--- config.mk ---
export PLATFORM = sky130hd
export DESIGN_NAME = rle_sprite_clip_blitter_core_flat
export DESIGN_NICKNAME = d
export VERILOG_FILES = /design/src/rscb_pkg.sv /design/src/rscb_if.sv /design/src/rle_sprite_clip_blitter_core.sv /design/src/flat_wrapper.sv
export VERILOG_INCLUDE_DIRS = /design/src /design/src/src
export SDC_FILE = /design/constraint.sdc
export NUM_CORES = 1
export LEC_CHECK = 0
export BUFFER_PORTS_ARGS = -buffer_cell sky130_fd_sc_hd__buf_2
export CORE_MARGIN = 2
export CORE_UTILIZATION = 40
export DETAILED_ROUTE_END_ITERATION = 7
export PLACE_DENSITY_LB_ADDON = 0.1
export SLEW_MARGIN = 5
export SYNTH_ARGS = -nofsm -noshare
export SYNTH_HDL_FRONTEND = slang
export SYNTH_SLANG_ARGS = --single-unit
--- constraint.sdc ---
create_clock -name clk -period 20.4 [get_ports clk]
set_input_delay 1.02 -clock clk [delete_from_list [all_inputs] [get_ports clk]]
set_output_delay 1.02 -clock clk [all_outputs]
set_load 0.02 [all_outputs]
--- src/rle_sprite_clip_blitter_core_defines.svh ---
// ----------------------------------------------------------------------------
// RLE sprite clip blitter: assertion macros
// Shared concurrent-assertion shorthands. Each expects clk and rst_n in scope.
// ----------------------------------------------------------------------------
`ifndef RLE_SPRITE_CLIP_BLITTER_CORE_DEFINES_SVH
`define RLE_SPRITE_CLIP_BLITTER_CORE_DEFINES_SVH

// Condition holds at every clock edge outside reset.
`define RSCB_ASSERT_ALWAYS(label, cond, msg) \
    label: assert property (@(posedge clk) disable iff (!rst_n) (cond)) \
        else $error(msg);

// Consequent holds in the same cycle as the antecedent.
`define RSCB_ASSERT_SAME(label, ante, cons, msg) \
    label: assert property (@(posedge clk) disable iff (!rst_n) (ante) |-> (cons)) \
        else $error(msg);

// Consequent holds in the cycle after the antecedent.
`define RSCB_ASSERT_NEXT(label, ante, cons, msg) \
    label: assert property (@(posedge clk) disable iff (!rst_n) (ante) |=> (cons)) \
        else $error(msg);

`endif

--- src/rscb_pkg.sv ---
// ----------------------------------------------------------------------------
// RLE sprite clip blitter package
// Codes, field widths and constants shared by the interfaces and the core.
// ----------------------------------------------------------------------------
`default_nettype none

package rscb_pkg;

    localparam int DIM_W    = 12;   // sprite width/height field
    localparam int CNT_W    = 13;   // column/row walk counters
    localparam int DEPTH_W  = 16;
    localparam int BYTE_W   = 8;
    localparam int RUN_W    = 7;
    localparam int CFG_IDX_W = 2;

    localparam logic [CNT_W-1:0]  CNT_SAT      = 13'd4096;
    localparam logic [BYTE_W-1:0] SHADOW_INDEX = 8'd254;
    localparam logic [BYTE_W-1:0] END_OF_ROW   = 8'd0;

    typedef enum logic [0:0] {
        FUNC_START = 1'b0,
        FUNC_BYTE  = 1'b1
    } func_t;

    typedef enum logic [CFG_IDX_W-1:0] {
        CFG_CLIP_LEFT   = 2'd0,
        CFG_CLIP_TOP    = 2'd1,
        CFG_CLIP_RIGHT  = 2'd2,
        CFG_CLIP_BOTTOM = 2'd3
    } cfg_reg_t;

endpackage

`default_nettype wire

--- src/rscb_if.sv ---
// ----------------------------------------------------------------------------
// RLE sprite clip blitter channel interfaces
// Valid/ready request channels for source items and pixel commands.
// ----------------------------------------------------------------------------
`default_nettype none

interface rscb_in_if #(
    parameter int COORD_BITS = 16
);
    import rscb_pkg::*;

    logic                   valid;
    logic                   ready;
    logic                   func;
    logic [BYTE_W-1:0]      src_byte;
    logic [COORD_BITS-1:0]  pos_x;
    logic [COORD_BITS-1:0]  pos_y;
    logic [DIM_W-1:0]       sprite_width;
    logic [DIM_W-1:0]       sprite_height;
    logic [DEPTH_W-1:0]     depth_in;

    modport source (
        output valid, func, src_byte, pos_x, pos_y, sprite_width, sprite_height, depth_in,
        input  ready
    );
    modport sink (
        input  valid, func, src_byte, pos_x, pos_y, sprite_width, sprite_height, depth_in,
        output ready
    );
endinterface

interface rscb_out_if #(
    parameter int COORD_BITS = 16
);
    import rscb_pkg::*;

    logic                   valid;
    logic                   ready;
    logic [COORD_BITS-1:0]  pix_x;
    logic [COORD_BITS-1:0]  pix_y;
    logic                   is_shadow;
    logic [BYTE_W-1:0]      color_index;
    logic [DEPTH_W-1:0]     depth_out;

    modport source (
        output valid, pix_x, pix_y, is_shadow, color_index, depth_out,
        input  ready
    );
    modport sink (
        input  valid, pix_x, pix_y, is_shadow, color_index, depth_out,
        output ready
    );
endinterface

`default_nettype wire

--- src/rle_sprite_clip_blitter_core.sv ---
// ----------------------------------------------------------------------------
// RLE sprite clip blitter core
// Walks a run-length coded transparent sprite and emits clipped pixel writes.
// ----------------------------------------------------------------------------
// Usage:
//   in_ch  carries requests: func = start (origin, size, depth latched, walk
//          reset to row 0 column 0) or func = byte (one stream byte).
//   out_ch carries pixel commands: screen x/y, shadow flag, palette index and
//          the sprite depth for the downstream compare and write stage.
//   cfg_*  sets the clip rectangle (left, top, right, bottom); write it only
//          while no request is in flight.
// Output: a visible literal pixel byte shows its command on out_ch in the
//   cycle after it is accepted. Requests that give no command
//   (start, run headers, end of row, clipped pixels) leave nothing behind.
// Throughput: one request per cycle unless out_ch stalls. The walk state and the
//   single output register update in the same cycle from the adds and clip test.
// Stall: while a command waits unaccepted, in_ch.ready drops and the walk
//   state holds; a command taken in the same cycle frees the slot at once.
// Reset: clip rectangle returns to 0,0,640,480, the job to zero size, the
//   output register to empty. No clearing pass.
// ----------------------------------------------------------------------------
`default_nettype none
`include "rle_sprite_clip_blitter_core_defines.svh"

module rle_sprite_clip_blitter_core #(
    parameter int COORD_BITS = 16
) (
    input  wire logic                            clk,
    input  wire logic                            rst_n,
    rscb_in_if.sink                              in_ch,
    rscb_out_if.source                           out_ch,
    input  wire logic                            cfg_we,
    input  wire rscb_pkg::cfg_reg_t              cfg_index,
    input  wire logic [COORD_BITS-1:0]           cfg_wdata
);
    import rscb_pkg::*;

    // Screen sums need room for the sign-extended origin plus a column count.
    localparam int SUM_W = ((COORD_BITS > CNT_W) ? COORD_BITS : CNT_W) + 1;

    // Clip rectangle
    logic [COORD_BITS-1:0] clip_left_reg, clip_top_reg, clip_right_reg, clip_bottom_reg;

    // Job and walk state
    logic [COORD_BITS-1:0] job_x_reg, job_y_reg;
    logic [DIM_W-1:0]      job_width_reg, job_height_reg;
    logic [DEPTH_W-1:0]    job_depth_reg;
    logic [CNT_W-1:0]      cur_col_reg, cur_col_next;
    logic [CNT_W-1:0]      cur_row_reg, cur_row_next;
    logic [RUN_W-1:0]      run_left_reg, run_left_next;
    logic                  in_literal_reg, in_literal_next;

    // Output register
    logic                  out_valid_reg, out_valid_next;
    logic [COORD_BITS-1:0] pix_x_reg, pix_y_reg;
    logic                  is_shadow_reg;
    logic [BYTE_W-1:0]     color_index_reg;
    logic [DEPTH_W-1:0]    depth_out_reg;

    logic                  in_fire;
    logic                  is_start;
    logic                  literal_hit;
    logic                  in_bounds;
    logic                  visible;
    logic                  emit;
    logic [BYTE_W-1:0]     b;
    logic [CNT_W:0]        col_skip_sum;
    logic [CNT_W:0]        col_inc_sum;
    logic [CNT_W:0]        row_inc_sum;
    logic signed [SUM_W-1:0] sx, sy;
    logic signed [SUM_W-1:0] c_left, c_top, c_right, c_bottom;

    // ------------------------------------------------------------------
    // Handshake: take a request whenever the output slot is free or drains
    // ------------------------------------------------------------------
    assign in_ch.ready = !out_valid_reg || out_ch.ready;
    assign in_fire     = in_ch.valid && in_ch.ready;
    assign is_start    = (in_ch.func == FUNC_START);
    assign b           = in_ch.src_byte;

    // ------------------------------------------------------------------
    // Configuration writes
    // ------------------------------------------------------------------
    always_ff @(posedge clk or negedge rst_n)
    begin
        if (!rst_n)
        begin
            clip_left_reg   <= '0;
            clip_top_reg    <= '0;
            clip_right_reg  <= COORD_BITS'(640);
            clip_bottom_reg <= COORD_BITS'(480);
        end
        else if (cfg_we)
        begin
            unique case (cfg_index)
                CFG_CLIP_LEFT:   clip_left_reg   <= cfg_wdata;
                CFG_CLIP_TOP:    clip_top_reg    <= cfg_wdata;
                CFG_CLIP_RIGHT:  clip_right_reg  <= cfg_wdata;
                CFG_CLIP_BOTTOM: clip_bottom_reg <= cfg_wdata;
                default:         clip_left_reg   <= clip_left_reg;
            endcase
        end
    end

    // ------------------------------------------------------------------
    // Pixel position and clip test for the current walk position
    // ------------------------------------------------------------------
    assign literal_hit = in_literal_reg && (run_left_reg != '0);
    assign in_bounds   = (cur_col_reg < {1'b0, job_width_reg}) &&
                         (cur_row_reg < {1'b0, job_height_reg});

    assign sx = signed'({{(SUM_W-COORD_BITS){job_x_reg[COORD_BITS-1]}}, job_x_reg})
              + signed'({{(SUM_W-CNT_W){1'b0}}, cur_col_reg});
    assign sy = signed'({{(SUM_W-COORD_BITS){job_y_reg[COORD_BITS-1]}}, job_y_reg})
              + signed'({{(SUM_W-CNT_W){1'b0}}, cur_row_reg});

    assign c_left   = signed'({{(SUM_W-COORD_BITS){clip_left_reg[COORD_BITS-1]}},
                               clip_left_reg});
    assign c_top    = signed'({{(SUM_W-COORD_BITS){clip_top_reg[COORD_BITS-1]}},
                               clip_top_reg});
    assign c_right  = signed'({{(SUM_W-COORD_BITS){clip_right_reg[COORD_BITS-1]}},
                               clip_right_reg});
    assign c_bottom = signed'({{(SUM_W-COORD_BITS){clip_bottom_reg[COORD_BITS-1]}},
                               clip_bottom_reg});

    assign visible = (sx >= c_left) && (sx < c_right) && (sy >= c_top) && (sy < c_bottom);
    assign emit    = in_fire && !is_start && literal_hit && in_bounds && visible;

    // ------------------------------------------------------------------
    // Walk state update
    // ------------------------------------------------------------------
    assign col_skip_sum = {1'b0, cur_col_reg} + {{(CNT_W+1-RUN_W){1'b0}}, b[RUN_W-1:0]};
    assign col_inc_sum  = {1'b0, cur_col_reg} + (CNT_W+1)'(1);
    assign row_inc_sum  = {1'b0, cur_row_reg} + (CNT_W+1)'(1);

    always_comb
    begin
        cur_col_next    = cur_col_reg;
        cur_row_next    = cur_row_reg;
        run_left_next   = run_left_reg;
        in_literal_next = in_literal_reg;
        if (in_fire)
        begin
            priority if (is_start)
            begin
                cur_col_next    = '0;
                cur_row_next    = '0;
                run_left_next   = '0;
                in_literal_next = 1'b0;
            end
            else if (literal_hit)
            begin
                // Consume one literal pixel, saturate the column
                cur_col_next    = (col_inc_sum > {1'b0, CNT_SAT}) ? CNT_SAT
                                                                  : col_inc_sum[CNT_W-1:0];
                run_left_next   = run_left_reg - RUN_W'(1);
                in_literal_next = (run_left_reg != RUN_W'(1));
            end
            else if (b[BYTE_W-1])
            begin
                // Transparent run: advance the column only
                cur_col_next    = (col_skip_sum > {1'b0, CNT_SAT}) ? CNT_SAT
                                                                   : col_skip_sum[CNT_W-1:0];
                run_left_next   = '0;
                in_literal_next = 1'b0;
            end
            else if (b == END_OF_ROW)
            begin
                cur_row_next    = (row_inc_sum > {1'b0, CNT_SAT}) ? CNT_SAT
                                                                  : row_inc_sum[CNT_W-1:0];
                cur_col_next    = '0;
                run_left_next   = '0;
                in_literal_next = 1'b0;
            end
            else
            begin
                // Literal run header
                run_left_next   = b[RUN_W-1:0];
                in_literal_next = 1'b1;
            end
        end
    end

    always_ff @(posedge clk or negedge rst_n)
    begin
        if (!rst_n)
        begin
            cur_col_reg    <= '0;
            cur_row_reg    <= '0;
            run_left_reg   <= '0;
            in_literal_reg <= 1'b0;
            job_x_reg      <= '0;
            job_y_reg      <= '0;
            job_width_reg  <= '0;
            job_height_reg <= '0;
            job_depth_reg  <= '0;
        end
        else
        begin
            cur_col_reg    <= cur_col_next;
            cur_row_reg    <= cur_row_next;
            run_left_reg   <= run_left_next;
            in_literal_reg <= in_literal_next;
            if (in_fire && is_start)
            begin
                job_x_reg      <= in_ch.pos_x;
                job_y_reg      <= in_ch.pos_y;
                job_width_reg  <= in_ch.sprite_width;
                job_height_reg <= in_ch.sprite_height;
                job_depth_reg  <= in_ch.depth_in;
            end
        end
    end

    // ------------------------------------------------------------------
    // Output register: load on a visible pixel, drop when taken
    // ------------------------------------------------------------------
    always_comb
    begin
        out_valid_next = out_valid_reg;
        priority if (emit)
            out_valid_next = 1'b1;
        else if (out_ch.ready)
            out_valid_next = 1'b0;
        else
            out_valid_next = out_valid_reg;
    end

    always_ff @(posedge clk or negedge rst_n)
    begin
        if (!rst_n)
            out_valid_reg <= 1'b0;
        else
            out_valid_reg <= out_valid_next;
    end

    always_ff @(posedge clk)
    begin
        if (emit)
        begin
            pix_x_reg       <= sx[COORD_BITS-1:0];
            pix_y_reg       <= sy[COORD_BITS-1:0];
            is_shadow_reg   <= (b == SHADOW_INDEX);
            color_index_reg <= b;
            depth_out_reg   <= job_depth_reg;
        end
    end

    assign out_ch.valid       = out_valid_reg;
    assign out_ch.pix_x       = pix_x_reg;
    assign out_ch.pix_y       = pix_y_reg;
    assign out_ch.is_shadow   = is_shadow_reg;
    assign out_ch.color_index = color_index_reg;
    assign out_ch.depth_out   = depth_out_reg;

    // ------------------------------------------------------------------
    // Assertions
    // ------------------------------------------------------------------
    `RSCB_ASSERT_SAME(a_literal_has_count, in_literal_reg, run_left_reg != '0, "literal run with zero count")
    `RSCB_ASSERT_ALWAYS(a_counters_saturate, (cur_col_reg <= CNT_SAT) && (cur_row_reg <= CNT_SAT), "walk counter past saturation")
    `RSCB_ASSERT_NEXT(a_start_resets_walk, in_fire && is_start, (cur_col_reg == '0) && (cur_row_reg == '0) && !in_literal_reg, "start did not reset the walk")
    `RSCB_ASSERT_SAME(a_stall_blocks_input, out_valid_reg && !out_ch.ready, !in_ch.ready, "request taken while output slot is full")
    `RSCB_ASSERT_NEXT(a_emit_loads_output, emit, out_valid_reg, "visible pixel not presented")

endmodule

`default_nettype wire

--- src/flat_wrapper.sv ---
// flat-port wrapper written by rule: the top's interface ports become plain ports
module rle_sprite_clip_blitter_core_flat import rscb_pkg::*;
#(
    parameter int COORD_BITS = 16
)
  (clk, rst_n, cfg_we, cfg_index, cfg_wdata, in_ch_valid, in_ch_func, in_ch_src_byte, in_ch_pos_x, in_ch_pos_y, in_ch_sprite_width, in_ch_sprite_height, in_ch_depth_in, in_ch_ready, out_ch_valid, out_ch_pix_x, out_ch_pix_y, out_ch_is_shadow, out_ch_color_index, out_ch_depth_out, out_ch_ready);
  rscb_in_if #(.COORD_BITS(COORD_BITS)) in_ch_i ();
  rscb_out_if #(.COORD_BITS(COORD_BITS)) out_ch_i ();
  input  wire logic clk;
  input  wire logic rst_n;
  input  wire logic cfg_we;
  input  wire rscb_pkg::cfg_reg_t cfg_index;
  input  wire logic [COORD_BITS-1:0] cfg_wdata;
  input wire logic [$bits(in_ch_i.valid)-1:0] in_ch_valid;
  input wire logic [$bits(in_ch_i.func)-1:0] in_ch_func;
  input wire logic [$bits(in_ch_i.src_byte)-1:0] in_ch_src_byte;
  input wire logic [$bits(in_ch_i.pos_x)-1:0] in_ch_pos_x;
  input wire logic [$bits(in_ch_i.pos_y)-1:0] in_ch_pos_y;
  input wire logic [$bits(in_ch_i.sprite_width)-1:0] in_ch_sprite_width;
  input wire logic [$bits(in_ch_i.sprite_height)-1:0] in_ch_sprite_height;
  input wire logic [$bits(in_ch_i.depth_in)-1:0] in_ch_depth_in;
  output wire logic [$bits(in_ch_i.ready)-1:0] in_ch_ready;
  output wire logic [$bits(out_ch_i.valid)-1:0] out_ch_valid;
  output wire logic [$bits(out_ch_i.pix_x)-1:0] out_ch_pix_x;
  output wire logic [$bits(out_ch_i.pix_y)-1:0] out_ch_pix_y;
  output wire logic [$bits(out_ch_i.is_shadow)-1:0] out_ch_is_shadow;
  output wire logic [$bits(out_ch_i.color_index)-1:0] out_ch_color_index;
  output wire logic [$bits(out_ch_i.depth_out)-1:0] out_ch_depth_out;
  input wire logic [$bits(out_ch_i.ready)-1:0] out_ch_ready;
  assign in_ch_i.valid = in_ch_valid;
  assign in_ch_i.func = in_ch_func;
  assign in_ch_i.src_byte = in_ch_src_byte;
  assign in_ch_i.pos_x = in_ch_pos_x;
  assign in_ch_i.pos_y = in_ch_pos_y;
  assign in_ch_i.sprite_width = in_ch_sprite_width;
  assign in_ch_i.sprite_height = in_ch_sprite_height;
  assign in_ch_i.depth_in = in_ch_depth_in;
  assign in_ch_ready = in_ch_i.ready;
  assign out_ch_valid = out_ch_i.valid;
  assign out_ch_pix_x = out_ch_i.pix_x;
  assign out_ch_pix_y = out_ch_i.pix_y;
  assign out_ch_is_shadow = out_ch_i.is_shadow;
  assign out_ch_color_index = out_ch_i.color_index;
  assign out_ch_depth_out = out_ch_i.depth_out;
  assign out_ch_i.ready = out_ch_ready;
  rle_sprite_clip_blitter_core #(.COORD_BITS(COORD_BITS)) u_core (.clk(clk), .rst_n(rst_n), .in_ch(in_ch_i), .out_ch(out_ch_i), .cfg_we(cfg_we), .cfg_index(cfg_index), .cfg_wdata(cfg_wdata));
endmodule
# Word-level counts from Yosys, hierarchy flattened
# Cells that the tools add are included.
# word_totals
register_bits,228
input_bits,104
output_inout_bits,59
word_cells,88
# op_classes
addsub,6
magnitude_cmp,9
eq_ne,9
n_mux,21
bitwise_logic,1
reduce_logical,23
# ops
operator,n
two-way mux 13 bit,11
> comparator 14 x 13 -> 1 bit (second input constant),3
adder 16 x 14 -> 17 bit,2
greater-or-equal comparator 17 x 16 -> 1 bit,2
< comparator 17 x 16 -> 1 bit,2
adder 13 x 1 -> 14 bit (second input constant),2
two-way mux 7 bit,4
< comparator 13 x 12 -> 1 bit,2
adder 13 x 7 -> 14 bit,1
logical AND 1 bit,11
AND reduction 2 bit,5
== test 8 bit (second input constant),1
logical NOT 8 bit,1
!= test 7 x 1 -> 1 bit (second input constant),1
nonzero test 7 bit,1
subtractor 7 x 1 -> 7 bit (second input constant),1
two-way mux 1 bit,6
== test 2 bit (second input constant),2
!= test 2 bit (second input constant),2
!= test 4 x 1 -> 1 bit (second input constant),1
AND reduction 4 bit,1
== test 2 x 1 -> 1 bit (second input constant),1
logical NOT 2 bit,1
!= test 2 x 1 -> 1 bit (second input constant),1
4 further kinds,4

# Depth between registers and ports, before layout
# logic_depth
depth_word,8
mapped_depth,18
depth_no_buf,18

# Least setup slack after synthesis
# OpenSTA, ideal clock, no wires.
# synth_timing
kind,reg-to-reg
start,reg u_core.cur_col_reg[0]
end,"reg u_core.color_index_reg[0], in the netlist u_core.out_ch.color_index[0] (enable)"
setup_time_ns,0.472
t_arrival_ns,5.967
t_required_ns,19.928
path_slack_ns,13.960
path_stages_with_launch,19
n_path_buf,0
synth_period_minus_slack_ns,6.440
path_cell_list,dfrtp_1 ha_1 fa_1 a21o_1 a21oi_1 o21a_1 o31ai_1 o41ai_1 nor2b_1 o21ai_0 xnor2_1 ha_1 nand3_1 nor4_1 a31oi_1 o31ai_1 o311a_1 o2111ai_1 nor2_1
# synth_between
elab_chain_len,6
elab_cells_between_ends,10
cone_classes,add/sub (1); order compare (3); reduce/logical (6)
# synth_lines
element,line_no,rtl
start: declaration,rle_sprite_clip_blitter_core.sv:48,"logic [CNT_W-1:0] cur_col_reg, cur_col_next;"
start signal: assignment,rle_sprite_clip_blitter_core.sv:200,cur_col_reg <= cur_col_next;
adder 16 x 14 -> 17 bit *,rle_sprite_clip_blitter_core.sv:113,"+ signed'({{(SUM_W-CNT_W){1'b0}}, cur_col_reg});"
net u_core.sx[14],rle_sprite_clip_blitter_core.sv:70,"logic signed [SUM_W-1:0] sx, sy;"
greater-or-equal comparator 17 x 16 -> 1 bit or < comparator 17 x 16 -> 1 bit (tied branches),rle_sprite_clip_blitter_core.sv:126,assign visible = (sx >= c_left) && (sx < c_right) && (sy >= c_top) && (sy < c_bottom);
logical AND 1 bit * (3 in series),rle_sprite_clip_blitter_core.sv:126,
logical AND 1 bit *,rle_sprite_clip_blitter_core.sv:127,assign emit = in_fire && !is_start && literal_hit && in_bounds && visible;
net u_core.emit,rle_sprite_clip_blitter_core.sv:65,logic emit;
end signal: assignment,rle_sprite_clip_blitter_core.sv:244,color_index_reg <= b;
end: declaration,rle_sprite_clip_blitter_core.sv:57,logic [BYTE_W-1:0] color_index_reg;
# Mark *: on every way through the listed nets, which the timed path passes. The rest lies on a longest branch.
# A chain may end at the register's enable or synchronous reset.

# Worst setup path after layout
# layout_timing
start,reg u_core.cur_col_reg[0]
end,"reg u_core.is_shadow_reg, in the netlist u_core.out_ch.is_shadow (enable)"
# layout_between
elab_chain_len,6
elab_cells_between_ends,10
cone_classes,add/sub (1); order compare (3); reduce/logical (6)
# layout_lines
element,line_no,rtl
adder 16 x 14 -> 17 bit *,rle_sprite_clip_blitter_core.sv:113,
net u_core.sx[14],rle_sprite_clip_blitter_core.sv:70,
greater-or-equal comparator 17 x 16 -> 1 bit or < comparator 17 x 16 -> 1 bit (tied branches),rle_sprite_clip_blitter_core.sv:126,
logical AND 1 bit * (3 in series),rle_sprite_clip_blitter_core.sv:126,
logical AND 1 bit *,rle_sprite_clip_blitter_core.sv:127,
net u_core.emit,rle_sprite_clip_blitter_core.sv:65,
end signal: assignment,rle_sprite_clip_blitter_core.sv:243,is_shadow_reg <= (b == SHADOW_INDEX);
end: declaration,rle_sprite_clip_blitter_core.sv:56,logic is_shadow_reg;
# Marked as above.

==> out/metrics.sh <==
TRITONCTS='yes'
YOSYSSEQAREASHARE_PCT=46.0
SYNTH_FLOP_CELL='sky130_fd_sc_hd__dfrtp_1'
P_INT_mW=0.992
MAX_SLEW_HEADROOM_PCT=28.6
CTS_NUM_SINKS=228
SYNTH_ENABLE_FLOP_CELLS=57
CRITICAL_PATH_ENDPOINT='u_core.out_ch.is_shadow$_DFFE_PP_'
NUM_VIAS=9750
REGTOREGENDPOINT='u_core.out_ch.is_shadow$_DFFE_PP_'
HOLD_VIOL_FINAL=0
PLACEMENT.IO_BUFFERS=162
DOMINANT_COMBINATIONAL_CELL_FAMILY_BY_AREA_AFTER_SYNTHESIS='compound AO/OA/AOI/OAI gates'
SYNTH_SIMPLE_GATE_AREA_SHARE_PCT=11.8
INITIALDRTVIOLATIONCOUNT=555
P_LEAK_nW=6.94
NUMBER_OF_ANTENNA_REPAIR_DIODES=0
CORE-AREA_MM2=0.0323
DRV_SLEW=0
CRIT_CHAIN='ha_1 > fa_1 > a21o_1 > a21oi_1 > o21a_1 > o31ai_1 > o41ai_1 > nor2b_1 > o21ai_0 > xnor2_1 > ha_1 > nand3_1 > nor4_1 > a31oi_1 > o31ai_1 > o311a_1 > o2111ai_1 > nor2_4 > buf_4'
NUM-FILL-CELLS=3130
OUTCOME='complete, no violations'
CP_DATA_REQUIRED_TIME_NS=20.58
CHIPHEIGHT_UM=185
CRIT_ARRIVAL_NS=5.82
CP_MAX_FO=36
CTSROOTBUFFERMASTER='sky130_fd_sc_hd__clkbuf_16'
WORST-SLEW-PIN-TRANSITION_NS=1.07
IO_PINS=163
CTS-RESIZED-GATES=0
INITIAL_STANDARD_CELL_UTILIZATION_OF_THE_CORE_PCT=40.4
DIEAREA_MM2=0.0340
YOSYS-MUX-AREA-FRACTION_PCT=9.25
FINAL.SETUP_SKEW_NS=0.0132
POWER_SWITCHING_mW=0.429
FINAL_ANTENNA_NET_COUNT=0
FLOORPLAN.ROWS=66
P_SEQ_SHARE_PCT=39.5
TOTALNEGATIVESETUPSLACK_NS=0
CRITICAL_PATH.MAX_STAGE_DELAY_NS=0.58
SETUP_VIOL_COUNT_FINAL=0
MAXCAPVIOLATIONS=0
GRT_OVERFLOW_TOTAL=0
POST_SYNTHESIS_XOR_XNOR_AREA_FRACTION_PCT=2.35
WORSTSKEWPAIRLATENCY_NS=0.55
POST-CTS-SETUP-BUFFER-COUNT=0
SYNTH-COMPOUND-AREA-SHARE_PCT=13.6
NUM-NETS-FINAL=1627
YOSYS_WARNINGS=0
CRIT_START='u_core.cur_col_reg[0]$_DFFE_PN0P_'
FINALWEIGHTEDCONGESTION=0.872
POSTROUTEWIRELENGTH_UM=33700
WORSTSETUPSTARTPOINTTYPE='register'
SYN-INSTANCE-COUNT=1230
MAXIMUM_NUMBER_OF_PINS_ON_ONE_NET_BEFORE_GLOBAL_ROUTE_REPAIR=110
REG2REG_FROM='u_core.cur_col_reg[0]$_DFFE_PN0P_'
ROUTED_WIRE_LENGTH_PER_INSTANCE_UM=18.2
SYNTH.TOP_CELLS.BY_AREA='sky130_fd_sc_hd__dfrtp_1 32%, sky130_fd_sc_hd__edfxtp_1 13%, sky130_fd_sc_hd__ha_1 12%'
SYNTHDOMINANTAREACELLTYPE='sky130_fd_sc_hd__dfrtp_1'
GRT_PASS1_VIAS=9528
CTS_BUFFERS=27
POWER_FRAC_CLOCK_PCT=36.1
POST-ROUTE-UTIL_PCT=47.4
DP_HPWL_UM=25300
MAX_FREQ_MHz=177
AREA_DELTA_SYNTH_FINAL_PCT=17.3
P_COMB_SHARE_PCT=24.4
CTS.PATH.MAX_BUFFERS=3
ANTENNA_FOUND_INITIAL=0
CHIPWIDTH_UM=185
DEPTH_OF_THE_MOST_CRITICAL_REG_TO_REG_PATH=19
WORST_SETUP_HOLD_PATH_CLK_SLEW_NS=0.06
SYNTH_TOP_CELL_AREA_SHARE_PCT=31.7
WIRE_LENGTH_OF_THE_FIRST_GLOBAL_ROUTING_PASS_UM=53400
ASYNCSETRESETFLOPFRACSYNTH_PCT=75.0
DRT-PASS1-ITER-COUNT=5
CRITICAL-PATH-SLOWEST-CELL='sky130_fd_sc_hd__nor2_4'
CRITICAL_PATH.ENDPOINT_TYPE='register'
LAYOUT.AREA.SEQ_MM2=0.00600
SYNTH_FP_NETS=1463
COMMONEST_CELLS_IN_THE_NETLIST='165 x sky130_fd_sc_hd__dfrtp_1, 126 x sky130_fd_sc_hd__ha_1, 113 x sky130_fd_sc_hd__inv_1, 100 x sky130_fd_sc_hd__mux2_2, 100 x sky130_fd_sc_hd__o21ai_0'
VIAS_PER_CELL=5.25
NETSWITCHINGFRACTION_PCT=30.2
HTREE_NUM_LEVELS=1
MULTI_INPUT_AREA_MM2=0.00650
SYNTH_AREA_PER_CELL_UM2=10.6
LAYOUT-DRIVE-GT1-SHARE_PCT=23.9
TIMING.REG2REG.SETUP_SLACK_NS=14.76
GLOBAL_ROUTE_USAGE_SUM_PCT=20.1
CTS_HOLD_BUF=0
TIMING.FINAL.CRIT_SHARE_PCT=27.6
SETUP_REPAIR_AFTER_GLOBAL_ROUTING_MISSED_ITS_MARGIN='no'
ROUTE.DETAILED.DRC=0
SYNTH-ADDER-AREA-SHARE_PCT=12.6
WORST_SUPPLY_VOLTAGE_DROP_ON_VDD_uV=63.8
TIMING_WORST_SETUP_PATH_TYPE='register to register'
SYNTH_MOST_COMMON_CELL='sky130_fd_sc_hd__dfrtp_1'
SYNTH_CELL_TYPE_COUNT=77
HP-CLASS='register to register'
YOSYS_REGISTER_BITS=228
FIN_CRIT_NS=5.64
PWR_DENSITY_CELL_mW_PER_MM2=92.9
POST_SYNTH_INSTANCE_AREA_MM2=0.0130
==> critical path: cells and delay by family (launching register included) <==
kind / cells / cell delay [ns]
compound gates: 10 / 2.04
fa+ha+maj: 3 / 1.02
simple gates: 4 / 0.99
buf+inv: 1 / 0.54
flops: 1 / 0.49
xor+xnor: 1 / 0.14
==> power by group through the flow <==
stage | Combinational [mW] | Sequential [mW] | Clock [mW]
4_1_cts | 0.349 | 0.562 | 0.531
2_1_floorplan | 0.247 | 0.557 | 0
3_5_place_dp | 0.347 | 0.571 | 0
3_3_place_gp | 0.342 | 0.569 | 0
6_report | 0.346 | 0.562 | 0.513
5_1_grt | 0.397 | 0.569 | 0.551
==> per-stage QoR <==
step | power, mW | hold slack [ns] | worst slack (ns) | area (um^2) | instances
floorplan | 0.804 | 0.421 | 13.96 | 13000 | 1230
global route | 1.52 | 0.450 | 14.17 | 15300 | 1857
CTS | 1.44 | 0.443 | 14.64 | 15300 | 1857
detailed placement | 0.917 | 0.429 | 14.64 | 14300 | 1807
global placement | 0.911 | 0.425 | 14.83 | 14300 | 1807
finish | 1.42 | 0.441 | 14.76 | 15300 | 1857
==> area by class of cell <==
cell class | instances | share of cell area, %
Tap cell | 442 | 3.62
Multi-Input combinational cell | 856 | 42.5
Clock inverter | 16 | 1.44
Sequential cell | 228 | 39.2
Timing Repair Buffer | 168 | 5.64
Inverter | 113 | 2.77
Clock buffer | 34 | 4.79
==> logic make-up (layout without fill, tap and decap cells) <==
family	after synthesis	count (layout)
simple gates	305	305
compound gates	279	279
flops	228	228
buf+inv	146	331
fa+ha+maj	129	129
mux	108	108
xor+xnor	35	35
==> placed cells by master (no fill, tap or decap), drive strengths merged, types with 21 or more instances in the layout <==
cell type	count
nand3	30
clkbuf	34
nand4	22
ha	126
inv	114
dfrtp	165
nor3	32
edfxtp	57
nor2	64
nand2	86
buf	168
mux2	100
a21oi	55
a21o	21
o21ai	102
xnor2	25
==> worst min path at each step <==
stage | end | startpoint | depth (start not counted) | slack, ns
floorplan | u_core.out_ch.depth_out[0]$_DFFE_PP_ | u_core.job_depth_reg[0]$_DFFE_PN0P_ | 0 | 0.42
global placement | u_core.out_ch.depth_out[14]$_DFFE_PP_ | u_core.job_depth_reg[14]$_DFFE_PN0P_ | 0 | 0.43
detailed placement | u_core.out_ch.depth_out[13]$_DFFE_PP_ | u_core.job_depth_reg[13]$_DFFE_PN0P_ | 0 | 0.43
CTS | u_core.out_ch.depth_out[13]$_DFFE_PP_ | u_core.job_depth_reg[13]$_DFFE_PN0P_ | 0 | 0.44
global route | u_core.out_ch.depth_out[1]$_DFFE_PP_ | u_core.job_depth_reg[1]$_DFFE_PN0P_ | 0 | 0.45
finish | u_core.out_ch.depth_out[13]$_DFFE_PP_ | u_core.job_depth_reg[13]$_DFFE_PN0P_ | 0 | 0.44
==> layer usage <==
metal  vias up  share of wire, %  track usage, %
li1       4810                 -               -
met2       203                45            31.8
met5         -                 0               0
met1      4700                49            29.4
met3        37               4.5            2.65
met4         0               1.7            4.38
(Power assumes the default switching activity.)
